### src/hdl/fbpc_pkg.sv
`timescale 1ns / 1ps
`default_nettype none
// ----------------------------------------------------------------------------
// fbpc_pkg: shared definitions for the frame XOR and byte parity check block
// Holds the sizing constants, command codes and the controller/datapath
// command and status structures.
// ----------------------------------------------------------------------------
package fbpc_pkg;

    localparam int MAX_DATA_BYTES = 256;
    localparam int STORE_BYTES    = (MAX_DATA_BYTES + 7) / 8;
    localparam int CNT_W          = $clog2(MAX_DATA_BYTES + 1);
    localparam int SLOT_W         = (STORE_BYTES > 1) ? $clog2(STORE_BYTES) : 1;
    localparam int IDX_W          = $clog2(STORE_BYTES + 2);
    localparam int CMP_W          = ((CNT_W > IDX_W) ? CNT_W : IDX_W) + 1;

    localparam logic [1:0] CMD_DATA   = 2'd0;
    localparam logic [1:0] CMD_FINISH = 2'd1;
    localparam logic [1:0] CMD_CHECK  = 2'd2;

    localparam logic KIND_CHECK   = 1'b0;
    localparam logic KIND_VERDICT = 1'b1;

    typedef struct packed {
        logic take_rx;
        logic absorb;
        logic start_emit;
        logic emit_step;
        logic cmp_step;
        logic load_check;
        logic load_verdict;
        logic clear_frame;
    } t_dp_cmd;

    typedef struct packed {
        logic out_free;
        logic verdict_due;
        logic emit_last;
    } t_dp_stat;

endpackage
`default_nettype wire

### src/hdl/fbpc_ctrl.sv
`timescale 1ns / 1ps
`default_nettype none
// ----------------------------------------------------------------------------
// fbpc_ctrl: sequencing controller
// Decodes accepted items and steps the datapath through validation compares
// and the check byte emission walk.
// ----------------------------------------------------------------------------
module fbpc_ctrl
    import fbpc_pkg::*;
(
    input  wire logic       i_clk,
    input  wire logic       i_rst_n,
    input  wire logic       i_in_valid,
    input  wire logic [1:0] i_command,
    output logic            o_in_ready,
    input  wire t_dp_stat   i_stat,
    output t_dp_cmd         o_cmd
);

    typedef enum logic [3:0] {
        ST_IDLE  = 4'b0001,
        ST_V_CMP = 4'b0010,
        ST_E_RD  = 4'b0100,
        ST_E_LD  = 4'b1000
    } t_state;

    t_state r_state;
    t_state n_state;

    always_ff @(posedge i_clk) begin
        if (!i_rst_n) begin
            r_state <= ST_IDLE;
        end else begin
            r_state <= n_state;
        end
    end

    assign o_in_ready = (r_state == ST_IDLE);

    always_comb begin
        n_state = r_state;
        o_cmd   = '0;
        case (r_state)
            ST_IDLE: begin
                if (i_in_valid) begin
                    o_cmd.take_rx = 1'b1;
                    case (i_command)
                        CMD_DATA: begin
                            o_cmd.absorb = 1'b1;
                        end
                        CMD_FINISH: begin
                            o_cmd.start_emit = 1'b1;
                            n_state          = ST_E_RD;
                        end
                        CMD_CHECK: begin
                            n_state = ST_V_CMP;
                        end
                        default: begin
                            n_state = ST_IDLE;
                        end
                    endcase
                end
            end
            ST_V_CMP: begin
                if (!i_stat.verdict_due) begin
                    o_cmd.cmp_step = 1'b1;
                    n_state        = ST_IDLE;
                end else if (i_stat.out_free) begin
                    // The verdict closes the frame.
                    o_cmd.load_verdict = 1'b1;
                    o_cmd.clear_frame  = 1'b1;
                    n_state            = ST_IDLE;
                end
            end
            ST_E_RD: begin
                n_state = ST_E_LD;
            end
            ST_E_LD: begin
                if (i_stat.out_free) begin
                    o_cmd.load_check = 1'b1;
                    if (i_stat.emit_last) begin
                        o_cmd.clear_frame = 1'b1;
                        n_state           = ST_IDLE;
                    end else begin
                        o_cmd.emit_step = 1'b1;
                        n_state         = ST_E_RD;
                    end
                end
            end
            default: begin
                n_state = ST_IDLE;
            end
        endcase
    end

endmodule
`default_nettype wire

### src/hdl/fbpc_dp.sv
`timescale 1ns / 1ps
`default_nettype none
// ----------------------------------------------------------------------------
// fbpc_dp: frame check datapath
// XOR accumulator, parity store with a partial byte register, compare logic
// and the result output register.
// ----------------------------------------------------------------------------
module fbpc_dp
    import fbpc_pkg::*;
(
    input  wire logic       i_clk,
    input  wire logic       i_rst_n,
    input  wire logic [7:0] i_data_byte,
    input  wire t_dp_cmd    i_cmd,
    output t_dp_stat        o_stat,
    input  wire logic       i_out_ready,
    output logic            o_out_valid,
    output logic            o_result_kind,
    output logic [7:0]      o_out_byte,
    output logic            o_last,
    output logic            o_frame_ok,
    output logic            o_overflow
);

    // Only full parity bytes go to the store; the byte being filled lives in
    // r_cur. The fill count (data count / 8) says which entries are valid,
    // so the store needs no clearing.
    logic [7:0] r_mem [STORE_BYTES];
    logic [7:0] r_rdata;

    logic [7:0]       r_xor;
    logic [7:0]       r_cur;
    logic [CNT_W-1:0] r_count;
    logic [IDX_W-1:0] r_ci;
    logic             r_miss;
    logic             r_ovf;
    logic [7:0]       r_rx;

    logic       r_ov;
    logic       r_kind;
    logic [7:0] r_byte;
    logic       r_last;
    logic       r_ok;
    logic       r_ovf_out;

    logic              bit_par;
    logic [2:0]        bit_pos;
    logic              room;
    logic              mem_we;
    logic [SLOT_W-1:0] mem_wa;
    logic [7:0]        mem_wd;
    logic [SLOT_W-1:0] mem_ra;
    logic [CMP_W-1:0]  full_slots;
    logic [CMP_W-1:0]  ci_ext;
    logic [CMP_W-1:0]  ci_inc;
    logic [CMP_W-1:0]  total;
    logic [7:0]        expected;
    logic              miss_now;
    logic              out_free;

    assign bit_par = ^i_data_byte;
    assign bit_pos = 3'd7 - r_count[2:0];
    assign room    = (r_count < CNT_W'(MAX_DATA_BYTES));
    assign mem_we  = i_cmd.absorb && room && (r_count[2:0] == 3'd7);
    assign mem_wa  = r_count[3 +: SLOT_W];
    assign mem_wd  = r_cur | {7'd0, bit_par};
    assign mem_ra  = (r_ci == '0) ? '0 : SLOT_W'(r_ci - IDX_W'(1));

    always_ff @(posedge i_clk) begin
        if (mem_we) begin
            r_mem[mem_wa] <= mem_wd;
        end
        r_rdata <= r_mem[mem_ra];
    end

    assign full_slots = CMP_W'(r_count >> 3);
    assign ci_ext     = CMP_W'(r_ci);
    assign ci_inc     = ci_ext + CMP_W'(1);
    assign total      = CMP_W'(1) + ((CMP_W'(r_count) + CMP_W'(7)) >> 3);

    // Position zero is the XOR byte; a position past the full bytes is the
    // partial byte still being filled.
    always_comb begin
        if (r_ci == '0) begin
            expected = r_xor;
        end else if ((ci_ext - CMP_W'(1)) < full_slots) begin
            expected = r_rdata;
        end else begin
            expected = r_cur;
        end
    end

    assign miss_now = (r_rx != expected);
    assign out_free = !r_ov || i_out_ready;

    assign o_stat.out_free    = out_free;
    assign o_stat.verdict_due = (ci_inc >= total);
    assign o_stat.emit_last   = (ci_inc == total);

    always_ff @(posedge i_clk) begin
        if (!i_rst_n) begin
            r_xor   <= '0;
            r_cur   <= '0;
            r_count <= '0;
            r_ci    <= '0;
            r_miss  <= 1'b0;
            r_ovf   <= 1'b0;
        end else if (i_cmd.clear_frame) begin
            r_xor   <= '0;
            r_cur   <= '0;
            r_count <= '0;
            r_ci    <= '0;
            r_miss  <= 1'b0;
            r_ovf   <= 1'b0;
        end else begin
            if (i_cmd.absorb) begin
                if (room) begin
                    r_xor   <= r_xor ^ i_data_byte;
                    r_count <= r_count + CNT_W'(1);
                    if (r_count[2:0] == 3'd7) begin
                        r_cur <= '0;
                    end else begin
                        r_cur[bit_pos] <= r_cur[bit_pos] | bit_par;
                    end
                end else begin
                    r_ovf <= 1'b1;
                end
            end
            if (i_cmd.start_emit) begin
                r_ci <= '0;
            end
            if (i_cmd.emit_step) begin
                r_ci <= r_ci + IDX_W'(1);
            end
            if (i_cmd.cmp_step) begin
                r_ci   <= r_ci + IDX_W'(1);
                r_miss <= r_miss | miss_now;
            end
        end
    end

    always_ff @(posedge i_clk) begin
        if (i_cmd.take_rx) begin
            r_rx <= i_data_byte;
        end
    end

    always_ff @(posedge i_clk) begin
        if (!i_rst_n) begin
            r_ov <= 1'b0;
        end else if (i_cmd.load_check || i_cmd.load_verdict) begin
            r_ov <= 1'b1;
        end else if (i_out_ready) begin
            r_ov <= 1'b0;
        end
    end

    always_ff @(posedge i_clk) begin
        if (i_cmd.load_check) begin
            r_kind    <= KIND_CHECK;
            r_byte    <= expected;
            r_last    <= (ci_inc == total);
            r_ok      <= 1'b0;
            r_ovf_out <= r_ovf;
        end else if (i_cmd.load_verdict) begin
            r_kind    <= KIND_VERDICT;
            r_byte    <= '0;
            r_last    <= 1'b0;
            r_ok      <= !(r_miss | miss_now);
            r_ovf_out <= r_ovf;
        end
    end

    assign o_out_valid   = r_ov;
    assign o_result_kind = r_kind;
    assign o_out_byte    = r_byte;
    assign o_last        = r_last;
    assign o_frame_ok    = r_ok;
    assign o_overflow    = r_ovf_out;

endmodule
`default_nettype wire

### src/hdl/frame_xor_and_byte_parity_check_top.sv
`timescale 1ns / 1ps
`default_nettype none
// Data bytes are absorbed one per cycle while the controller is idle and ready.
// A received check byte is registered and compared in the compare state; a verdict
// is loaded into the output register from that state, or later while the output
// register still holds an earlier item. After a finish, each check byte goes through
// a read state for the registered parity store read and then a load state.
// Reset is synchronous and active low; it clears the frame state and output valid.
// ----------------------------------------------------------------------------
// frame_xor_and_byte_parity_check_top: frame XOR and byte parity check
// Generates or validates a longitudinal XOR byte and packed byte parity bits.
// ----------------------------------------------------------------------------
module frame_xor_and_byte_parity_check_top
    import fbpc_pkg::*;
(
    input  wire logic       i_clk,
    input  wire logic       i_rst_n,
    input  wire logic       i_in_valid,
    output logic            o_in_ready,
    input  wire logic [1:0] i_command,
    input  wire logic [7:0] i_data_byte,
    output logic            o_out_valid,
    input  wire logic       i_out_ready,
    output logic            o_result_kind,
    output logic [7:0]      o_out_byte,
    output logic            o_last,
    output logic            o_frame_ok,
    output logic            o_overflow
);

    t_dp_cmd  dp_cmd;
    t_dp_stat dp_stat;

    fbpc_ctrl u_ctrl (
        .i_clk      (i_clk),
        .i_rst_n    (i_rst_n),
        .i_in_valid (i_in_valid),
        .i_command  (i_command),
        .o_in_ready (o_in_ready),
        .i_stat     (dp_stat),
        .o_cmd      (dp_cmd)
    );

    fbpc_dp u_dp (
        .i_clk         (i_clk),
        .i_rst_n       (i_rst_n),
        .i_data_byte   (i_data_byte),
        .i_cmd         (dp_cmd),
        .o_stat        (dp_stat),
        .i_out_ready   (i_out_ready),
        .o_out_valid   (o_out_valid),
        .o_result_kind (o_result_kind),
        .o_out_byte    (o_out_byte),
        .o_last        (o_last),
        .o_frame_ok    (o_frame_ok),
        .o_overflow    (o_overflow)
    );

endmodule
`default_nettype wire

### config.mk
export PLATFORM = sky130hd
export DESIGN_NAME = frame_xor_and_byte_parity_check_top
export DESIGN_NICKNAME = d
export VERILOG_FILES = /design/src/hdl/fbpc_pkg.sv /design/src/hdl/fbpc_ctrl.sv /design/src/hdl/fbpc_dp.sv /design/src/hdl/frame_xor_and_byte_parity_check_top.sv
export SDC_FILE = /design/constraint.sdc
export NUM_CORES = 1
export LEC_CHECK = 0
export ABC_AREA = 1
export BUFFER_PORTS_ARGS = -buffer_cell sky130_fd_sc_hd__buf_2
export CORE_ASPECT_RATIO = 0.8
export CORE_UTILIZATION = 46
export DETAILED_ROUTE_END_ITERATION = 8
export PLACE_DENSITY_LB_ADDON = 0.15
export SLEW_MARGIN = 20
export SYNTH_ARGS = -nofsm -noshare
export SYNTH_HDL_FRONTEND = slang
export SYNTH_SLANG_ARGS = --single-unit
### constraint.sdc
create_clock -name i_clk -period 3.9 [get_ports i_clk]
set_input_delay 0.78 -clock i_clk [delete_from_list [all_inputs] [get_ports i_clk]]
set_output_delay 0.78 -clock i_clk [all_outputs]
set_load 0.02 [all_outputs]
Word-level counts from Yosys, hierarchy flattened
Memories as Yosys holds them, arrays and structs flattened. A register that Yosys moved wholly into a read port is not among the register bits.
Cells that the tools add are included.

storage, ports and cells
  bits of input ports = 14
  memory bits (writable) = 256
  word-level logic and storage cells = 110
  flip-flop bits (word level) = 58
  memories = 1
  output and inout port bits = 14

memory list
  memory      depth  width  rd ports  clocked after memory_dff  wr ports  line           text
  u_dp.r_mem  32     8      1         1                         1         fbpc_dp.sv:28  logic [7:0] r_mem [STORE_BYTES];

cells by class
  reduce and logical (&&, ||, !) cells = 17
  equality and inequality tests = 13
  order comparisons = 5
  bitwise logic cells = 6
  add/sub/neg operators = 8
  multiplexer cells = 46

operators by type and width
  kind                                                                 count
  8-bit two-way mux                                                    5
  1-bit two-way mux                                                    22
  6-bit two-way mux                                                    3
  4-bit two-way mux                                                    4
  4-bit one-hot mux with 4 select lines                                1
  4-bit one-hot mux with 3 select lines                                1
  9-bit by 3-bit adder with 10-bit output (second input constant)      1
  10-bit equality test                                                 1
  10-bit >= comparator                                                 1
  10-bit by 6-bit < comparator with 1-bit output                       1
  9-bit by 1-bit adder with 9-bit output (second input constant)       1
  9-bit < comparator (second input constant)                           1
  3-bit two-way mux                                                    3
  1-bit by 7-bit adder with 8-bit output (first input constant)        1
  8-bit bitwise mux                                                    1
  8-bit != test                                                        1
  8-bit by 1-bit bitwise OR with 8-bit output                          1
  8-bit XOR reduction                                                  1
  8-bit bitwise XOR                                                    1
  6-bit by 1-bit adder with 7-bit output (second input constant)       1
  6-bit by 1-bit subtractor with 7-bit output (second input constant)  1
  6-bit by 1-bit adder with 6-bit output (second input constant)       1
  6-bit logical NOT                                                    1
  5-bit two-way mux                                                    1
  29 further kinds                                                     39

Depth between registers and ports, before layout
Gate-level depths: netlist (run 1).

  word-level depth = 8
  gate-level depth with buffers = 23
  mapped depth without buffers = 22

By module
Synthesis (run 1) repeated with hierarchy kept, for this count alone.

unflattened totals
  cell total of the unflattened synthesis = 1289
  area total of the unflattened synthesis = 14506.4 µm²

by module, submodules not included
  module     cells an instance  seq. area each (µm²)  times used  area an instance (µm²)
  fbpc_dp    1226               9108.7                1           14118.5
  fbpc_ctrl  63                 80.1                  1           387.9

Least setup slack after synthesis (run 1)
OpenSTA, ideal clock, no wires.

  kind = reg2reg
  start point = register u_dp.r_count[1]
  end point = register u_dp.r_cur[1]
  library setup time = 0.130 ns
  slack = 0.568 ns
  cell stages (with the launch flop) = 20
  buffers on the path = 1
  required time = 3.770 ns
  period minus slack after synthesis = 3.332 ns
  arrival time = 3.203 ns
  cell sequence = dfxtp_1 -> inv_1 -> ha_1 -> o21ai_0 -> xor2_1 -> ha_1 -> inv_1 -> nor4_1 -> a32oi_1 -> ha_1 -> inv_1 -> nor2_1 -> o211ai_1 -> nand2_1 -> nand2_1 -> nor2_1 -> inv_1 -> nand3b_1 -> clkbuf_1 -> nor3_1

between the ends
  cells in the longest elaborated chain, start to end = 7
  elaborated cells between the ends (all ways) = 23
  classes of those cells = add/sub (3); order compare (4); eq/ne (2); mux (10); bitwise (1); reduce/logical (3)

ends and longest elaborated chain
  item                                                                                             line            text
  from (decl)                                                                                      fbpc_dp.sv:33   logic [CNT_W-1:0] r_count;
  from (signal assigned)                                                                           fbpc_dp.sv:119  r_count <= r_count + CNT_W'(1);
  parallel branches: the longest is 7 deep, another holds 9-bit by 3-bit adder with 10-bit output  n/a
  to (signal, indexed assignment)                                                                  fbpc_dp.sv:123  r_cur[bit_pos] <= r_cur[bit_pos] | bit_par;
  to (decl)                                                                                        fbpc_dp.sv:32   logic [7:0] r_cur;

Parallel ways; which one is timed is not known. The select of a mux whose other input is x is not followed.
A chain may end at the register's enable or synchronous reset.

Final worst setup path (run 1)
  start point = register u_dp.r_count[0]
  end point = register u_dp.r_cur[4]

between the ends
  cells in the longest elaborated chain, start to end = 7
  elaborated cells between the ends (all ways) = 23
  classes of those cells = add/sub (3); order compare (4); eq/ne (2); mux (10); bitwise (1); reduce/logical (3)

ends and longest elaborated chain
  item                                                                                                                                   line            text
  3-bit subtractor *                                                                                                                     fbpc_dp.sv:62   assign bit_pos = 3'd7 - r_count[2:0];
  net u_dp.bit_pos[0]                                                                                                                    fbpc_dp.sv:47   logic [2:0] bit_pos;
  3-bit by 4-bit < comparator with 1-bit output (not written as such) or 3-bit by 1-bit >= comparator with 1-bit output (tied branches)  fbpc_dp.sv:123
  1-bit logical AND (not written as such)                                                                                                fbpc_dp.sv:123
  1-bit two-way mux (not written as such)                                                                                                fbpc_dp.sv:123
  1-bit demux with 3-bit select                                                                                                          n/a
  8-bit bitwise mux *                                                                                                                    fbpc_dp.sv:123
  8-bit two-way mux *                                                                                                                    fbpc_dp.sv:120  if (r_count[2:0] == 3'd7) begin

Mark *: on every way through the listed nets, which the timed path passes. The rest lies on a longest branch. The select of a mux whose other input is x is not followed.

==> run summary, run 1 <==
Post-synth top area share: 57.3%
Syn Nets: 1305
# nets final: 1359
Setup crit end kind: flip-flop
Int Power: 6.02 mW
Max-slew violations: 0
Post-route worst setup slack: 0.361 ns
Syn Area/Cell: 11.3 um2
Post-Syn Area: 0.0144 mm2
Outcome: finished clean
WL final: 34700 um
Multi-input gate area in the final layout: 0.00454 mm2
Post-Synth Simple-Gate Area: 16.8%
Largest family of logic cells by synthesized area: simple AND/OR/NAND/NOR gates
Grt total ovfl: 0
Die Width: 200 um
Clk buf depth: 3
CP max FO: 33
RSZ-0062 raised after global routing: no
FF-to-FF Start: u_dp.r_count[0]
Post-Place Cell Area: 0.0152 mm2
Depth of the worst hold-timing path: 0
R2r endpoint: u_dp.r_cur[4]
Routed vias: 9739
Row count: 57
Port bufs: 27
I/O pin cnt: 28
Share of layout cells above drive strength 1: 16.9%
CORE AREA: 0.0305 mm2
WHS Endpoint: u_dp.o_overflow
Max incr delay on CP: 0.40 ns
Area growth, synth to finish: 13.3%
CTS tree: done
Via-per-instance ratio: 5.53
Tightest Pin Transition: 0.842 ns
Total track usage: 22.3%
Count of different cell masters after synthesis: 42
CP max-delay cell: dfxtp_1
First-pass GRT wire length: 54100 um
Hold crit path type: flip-flop to flip-flop
Max IR drop VDD: 0.000286 V
# Post-CTS Setup Buffers: 0
# H-tree levels: 2
Clock network power share: 39.7%
Setup Viol. Count Final: 0
CTS Buf Count: 34
HP Start: u_dp.r_ovf
Fmax: 283 MHz
Net Sw Frac: 24.8%
Die H: 160 um
Crit path DAT: 3.95 ns
Clock latency at the later pin of the worst-skew pair: 0.51 ns
Gpl congestion: 0.839
Root buffer cell: clkbuf_16
Post-route setup TNS: 0 ns
Residual DRC: 0
Post-synthesis adder-cell area fraction: 1.92%
Initial core utilization: 47.1%
R2R cell count: 20
Req. time, crit path: 4.31 ns
Drt first-iter violations: 755
Total placed cells including tap cells: 1700
Register area: 0.00919 mm2
CP most frequent cell: nand2_1
Worst Skew: 0.0161 ns
DP HPWL: 21700 um
Worst-path clk slew: 0.06 ns
Flops & latches, synth: 322
Final Hold Fails: 0
Tcrit/Tclk final: 90.7%
FILL cells: 2752
Final min period: 3.54 ns
Top cell type by total area after synthesis: edfxtp_1
Full die area: 0.0320 mm2
WL/cell: 19.7 um
Sw Pwr: 1.99 mW
Synth Warn #: 0
Pre-CTS WS: 0.176 ns
Pin count of the biggest net entering global routing: 117
R2r setup slk: 0.36 ns
Mux contribution to synthesized area: 0%
Final instance area: 0.0163 mm2
Relative slew slack: 43.7%
XOR/XNOR Fraction of Synth Area: 1.58%
ANT cells: 0
Compound-Gate Fraction of Synth Area: 11.2%
Sequential-to-total area share from yosys stat: 63.9%
Startpoint types: flip-flop
# clock sinks: 322
Crit-path cells: inv_1 -> ha_1 -> o21ai_1 -> xor2_1 -> nand2_1 -> nor4_1 -> xnor2_1 -> ha_1 -> nand2_1 -> inv_1 -> nor2_1 -> o21ai_0 -> a21oi_1 -> nand2_1 -> nand2_1 -> nor2_1 -> inv_1 -> nand3b_1 -> buf_12 -> nor4_1
Tot Pwr: 8.01 mW
Max Cap Violations: 0
Initial antenna violation count: 0
Part of the power in registers: 49.0%
Crit path kind: flip-flop to flip-flop
PD cells: 491 mW/mm2
Cells after Synth: 1269
Number of global-route vias before repair: 9415
Lkg Pwr: 5.68 nW
Part of the power in combinational logic: 11.2%
Detail Route Antenna Nets: 0
Drt pass-1 iters: 5
Ranking of synthesized cells by area: edfxtp_1, o211ai_1, dfxtp_1
Post-Layout Cell Count: 1760
cells in the mapped netlist:
master	instances
clkinv_1	1
edfxtp_1	274
or2_2	75
nand3b_1	10
nand3_4	1
nor2_2	5
nor3_1	11
nand3_2	1
buf_1	2
a211oi_1	5
nor4_1	8
nor2_4	2
o211ai_1	130
buf_2	26
nand2_1	150
buf_6	3
a32oi_1	1
buf_4	6
o31ai_1	32
inv_2	2
nand2_2	2
o21a_1	1
o21ai_0	11
a31oi_1	2
nand3_1	86
or2_1	16
clkbuf_1	25
xor2_1	17
inv_1	85
or2_0	6
nor2_1	131
a21boi_1	1
o21ai_1	9
a21oi_1	39
o21ai_2	1
ha_1	22
o21bai_1	1
nand4_1	7
o22ai_1	2
dfxtp_1	48
xnor2_1	9
clkbuf_2	3
power by group through the flow:
stage / Combinational, mW / Sequential [mW] / Clock [mW]
2_1_floorplan: 0.562 / 4.02 / 0
3_3_place_gp: 0.889 / 4.00 / 0
3_5_place_dp: 0.895 / 4.00 / 0
4_1_cts: 0.899 / 3.93 / 3.23
5_1_grt: 1.01 / 3.94 / 3.35
6_report: 0.900 / 3.93 / 3.18
state kept, by name (all words and copies together) (netlist names), 4 cells and up:
name and cells:
u_dp.r_count 9, u_ctrl.r_state 4, u_dp.r_cur 8, u_dp.r_rx 8, u_dp.r_rdata 8, u_dp.r_xor 8
u_dp.r_mem 256, u_dp.o_out_byte 8, u_dp.r_ci 6
kinds of logic (layout without fill, tap and decap cells):
group                    Yosys count  in the layout
buffers and inverters            153            231
AND/OR/NAND/NOR                  511            511
XOR/XNOR                          26             26
adder cells (fa/ha/maj)           22             22
flip-flops                       322            322
AO/OA/AOI/OAI                    235            235
critical path: cells and delay by family, from the launching register on:
kind,cells,cell delay (ns)
adder cells (fa/ha/maj),2,0.48
XOR/XNOR,2,0.41
AND/OR/NAND/NOR,9,1.20
buffers and inverters,4,0.48
flip-flops,1,0.40
AO/OA/AOI/OAI,3,0.49
repair_timing:
item | 4_1_cts | 5_1_grt
endpoints found under the setup margin | 0 | 44
resized for setup | 0 | 3
hold buffers | 0 | 0
routing by layer:
metal	global-route usage (%)	wire, um
met5	0	0
met4	5.86	666
met3	3.93	1990
met2	34.0	15700
met1	33.0	16400
layout make-up:
class | instances | area share, %
flip-flops and latches | 322 | 56.4
multi-input cells | 794 | 27.9
clock buffers | 44 | 5.89
repair buffers | 83 | 3.79
well taps | 413 | 3.17
inverters | 88 | 2.04
clock inverters | 16 | 0.822
through the flow:
| stage | hold WS, ns | util (%) |
|---|---|---|
| 2_1_floorplan | 0.409 | - |
| 4_1_cts | 0.459 | 53.3 |
| 3_5_place_dp | 0.451 | 49.8 |
| 6_report | 0.452 | 53.4 |
| 5_1_grt | 0.471 | 53.4 |
| 3_3_place_gp | 0.441 | 49.8 |
worst max-delay path by stage:
stage | startpoint | slack (ns) | to
finish | u_dp.r_count[0] | 0.36 | u_dp.r_cur[4]
global route | u_dp.r_count[0] | 0.04 | u_dp.o_out_byte[0]
CTS | u_dp.r_count[0] | 0.16 | u_dp.o_out_byte[0]
detailed placement | u_dp.r_count[0] | 0.18 | u_dp.o_out_byte[1]
global placement | u_dp.r_count[0] | 0.33 | u_dp.o_out_byte[3]
floorplan | u_dp.r_count[1] | 0.57 | u_dp.r_cur[1]
layout by cell type, fill, tap and decap left out, types with 32 or more instances in the layout:
cell       Yosys  layout
o31ai_1       32      32
nand3_1       86      86
a21oi_1       39      38
clkbuf_16      0      35
or2_2         75      75
o211ai_1     130     130
dfxtp_1       48      48
edfxtp_1     274     274
nor2_1       131     131
buf_4          6      51
inv_1         85      84
nand2_1      150     149
No activity file was read; power rests on OpenSTA's default activity.
==> run 2, diff against run 1 <==
--- a/config.mk
+++ b/config.mk
@@ -6,10 +6,10 @@
 export NUM_CORES = 1
 export LEC_CHECK = 0
 export ABC_AREA = 1
-export BUFFER_PORTS_ARGS = -buffer_cell sky130_fd_sc_hd__buf_2
 export CORE_ASPECT_RATIO = 0.8
 export CORE_UTILIZATION = 46
 export DETAILED_ROUTE_END_ITERATION = 8
+export DONT_BUFFER_PORTS = 1
 export PLACE_DENSITY_LB_ADDON = 0.15
 export SLEW_MARGIN = 20
 export SYNTH_ARGS = -nofsm -noshare
==> run summary, run 2 (synthesized netlist as in run 1, its figures left out) <==
Worst-path clk slew: 0.06 ns
Number of global-route vias before repair: 9188
Detail Route Antenna Nets: 0
Outcome: finished clean
Port bufs: 0
Initial core utilization: 47.1%
HP Start: i_rst_n
Most frequent cells in the layout: edfxtp_1, nand2_1, nor2_1
Total placed cells including tap cells: 1664
Crit path launch: u_dp.r_count[0]
ANT cells: 0
Fmax: 279 MHz
Final min period: 3.58 ns
Die Width: 200 um
FF-to-FF Start: u_dp.r_count[0]
Row count: 57
Setup Viol. Count Final: 0
Lkg Pwr: 5.46 nW
WL/cell: 20.0 um
Residual DRC: 0
Crit path kind: flip-flop to flip-flop
Via-per-instance ratio: 5.55
CORE AREA: 0.0305 mm2
Gpl congestion: 0.865
I/O pin cnt: 28
RSZ-0062 raised after global routing: no
Regs by FF count: u_dp.r_mem: 256 flops, u_dp.r_count: 9 flops
Startpoint types: flip-flop
Largest register FFs: 256
CTS tree: done
CP max FO: 7
# clock sinks: 322
Max IR drop VDD: 0.000453 V
Max-slew violations: 0
Pre-CTS WS: 0.162 ns
Initial antenna violation count: 0
Tcrit/Tclk final: 91.8%
Drt pass-1 iters: 6
Worst Skew: 0.0143 ns
Max Cap Violations: 0
Hold crit path type: primary input to flip-flop
Crit path DAT: 4.02 ns
# H-tree levels: 2
FILL cells: 2740
Drt first-iter violations: 887
Grt total ovfl: 0
DP HPWL: 21700 um
Pin count of the biggest net entering global routing: 51
PD cells: 486 mW/mm2
Final Hold Fails: 0
Full die area: 0.0320 mm2
First-pass GRT wire length: 53100 um
Area growth, synth to finish: 11.3%
Commonest non-fill, non-tap cell in the layout: edfxtp_1
Biggest register: u_dp.r_mem
Die H: 160 um
Post-route setup TNS: 0 ns
Setup crit end kind: flip-flop
# nets final: 1323
Routed vias: 9539
Clk buf depth: 3
Multi-input gate area in the final layout: 0.00454 mm2
Post-Route Utilization: 52.4%
Post-Layout Cell Count: 1720
Post-route worst setup slack: 0.321 ns
Relative slew slack: 42.3%
CTS Buf Count: 34
Total track usage: 22.0%
Share of layout cells above drive strength 1: 13.7%
Root buffer cell: clkbuf_16
WL final: 34400 um
Tightest Pin Transition: 0.862 ns
Clock latency at the later pin of the worst-skew pair: 0.52 ns
Req. time, crit path: 4.34 ns
Register area: 0.00919 mm2
-- run 2: cell types whose count changed in the layout (fill, tap and decap cells not counted), moves of 2 or more --
cell	previous run	this run
buf_2	27	0
buf_4	51	42
clkbuf_1	4	10
clkbuf_8	5	0
clkinv_1	5	7
clkinv_2	7	2
clkinv_8	0	2
clkinvlp_4	2	0
-- run 2: final timing paths --
check	end	slack, ns	depth (start not counted)
worst min register to register	u_dp.o_overflow	0.45	0
worst max-delay path	u_dp.r_ci[1]	0.32	17
worst max register to register	u_dp.r_ci[1]	0.32	17
worst min-delay path	u_ctrl.r_state[0]	0.35	1
-- run 2: power breakdown --
group	total (mW)	internal (mW)	switching [mW]
Sequential	3.96	3.87	0.0893
Combinational	0.827	0.253	0.574
Clock	2.99	1.71	1.27
Total	7.77	5.83	1.94
-- run 2: layer usage --
metal | vias to the layer above | part of all wire, % | GRT usage (%)
li1 | 4592 | - | -
met5 | - | 0 | 0
met1 | 4640 | 46 | 32.7
met3 | 47 | 5.8 | 3.48
met4 | 0 | 1.8 | 5.20
met2 | 260 | 46 | 33.8
-- run 2: worst max-delay path, cell delays in order, from the launching register on --
cell and delay (ns):
dfxtp_1 0.39, inv_1 0.13, ha_1 0.21, o21ai_1 0.23, xor2_1 0.24, ha_1 0.22
inv_1 0.07, nor4_1 0.29, a32oi_1 0.09, ha_1 0.31, inv_1 0.04, nor2_1 0.13
o211ai_1 0.12, nand3_1 0.13, nand2_1 0.19, a21oi_1 0.47, nand2_1 0.11, a21oi_1 0.14
-- run 2: layout make-up --
cell class | instances | share of cell area, %
clock buffers | 45 | 5.71
clock inverters | 11 | 0.595
inverters | 88 | 2.08
multi-input cells | 794 | 28.4
flip-flops and latches | 322 | 57.5
well taps | 413 | 3.23
repair buffers | 47 | 2.54
-- run 2: per-stage QoR --
step	power [mW]	hold WS [ns]	area [um2]
floorplan	4.58	0.409	14400
global placement	4.85	0.432	15000
detailed placement	4.86	0.446	15000
CTS	7.84	0.333	16000
global route	8.07	0.334	16000
finish	7.77	0.351	16000
-- run 2: repair_timing --
action	CTS	global route
endpoints found under the setup margin	0	44
hold buffers	0	0
gates resized for setup	0	4
buffers inserted	0	0
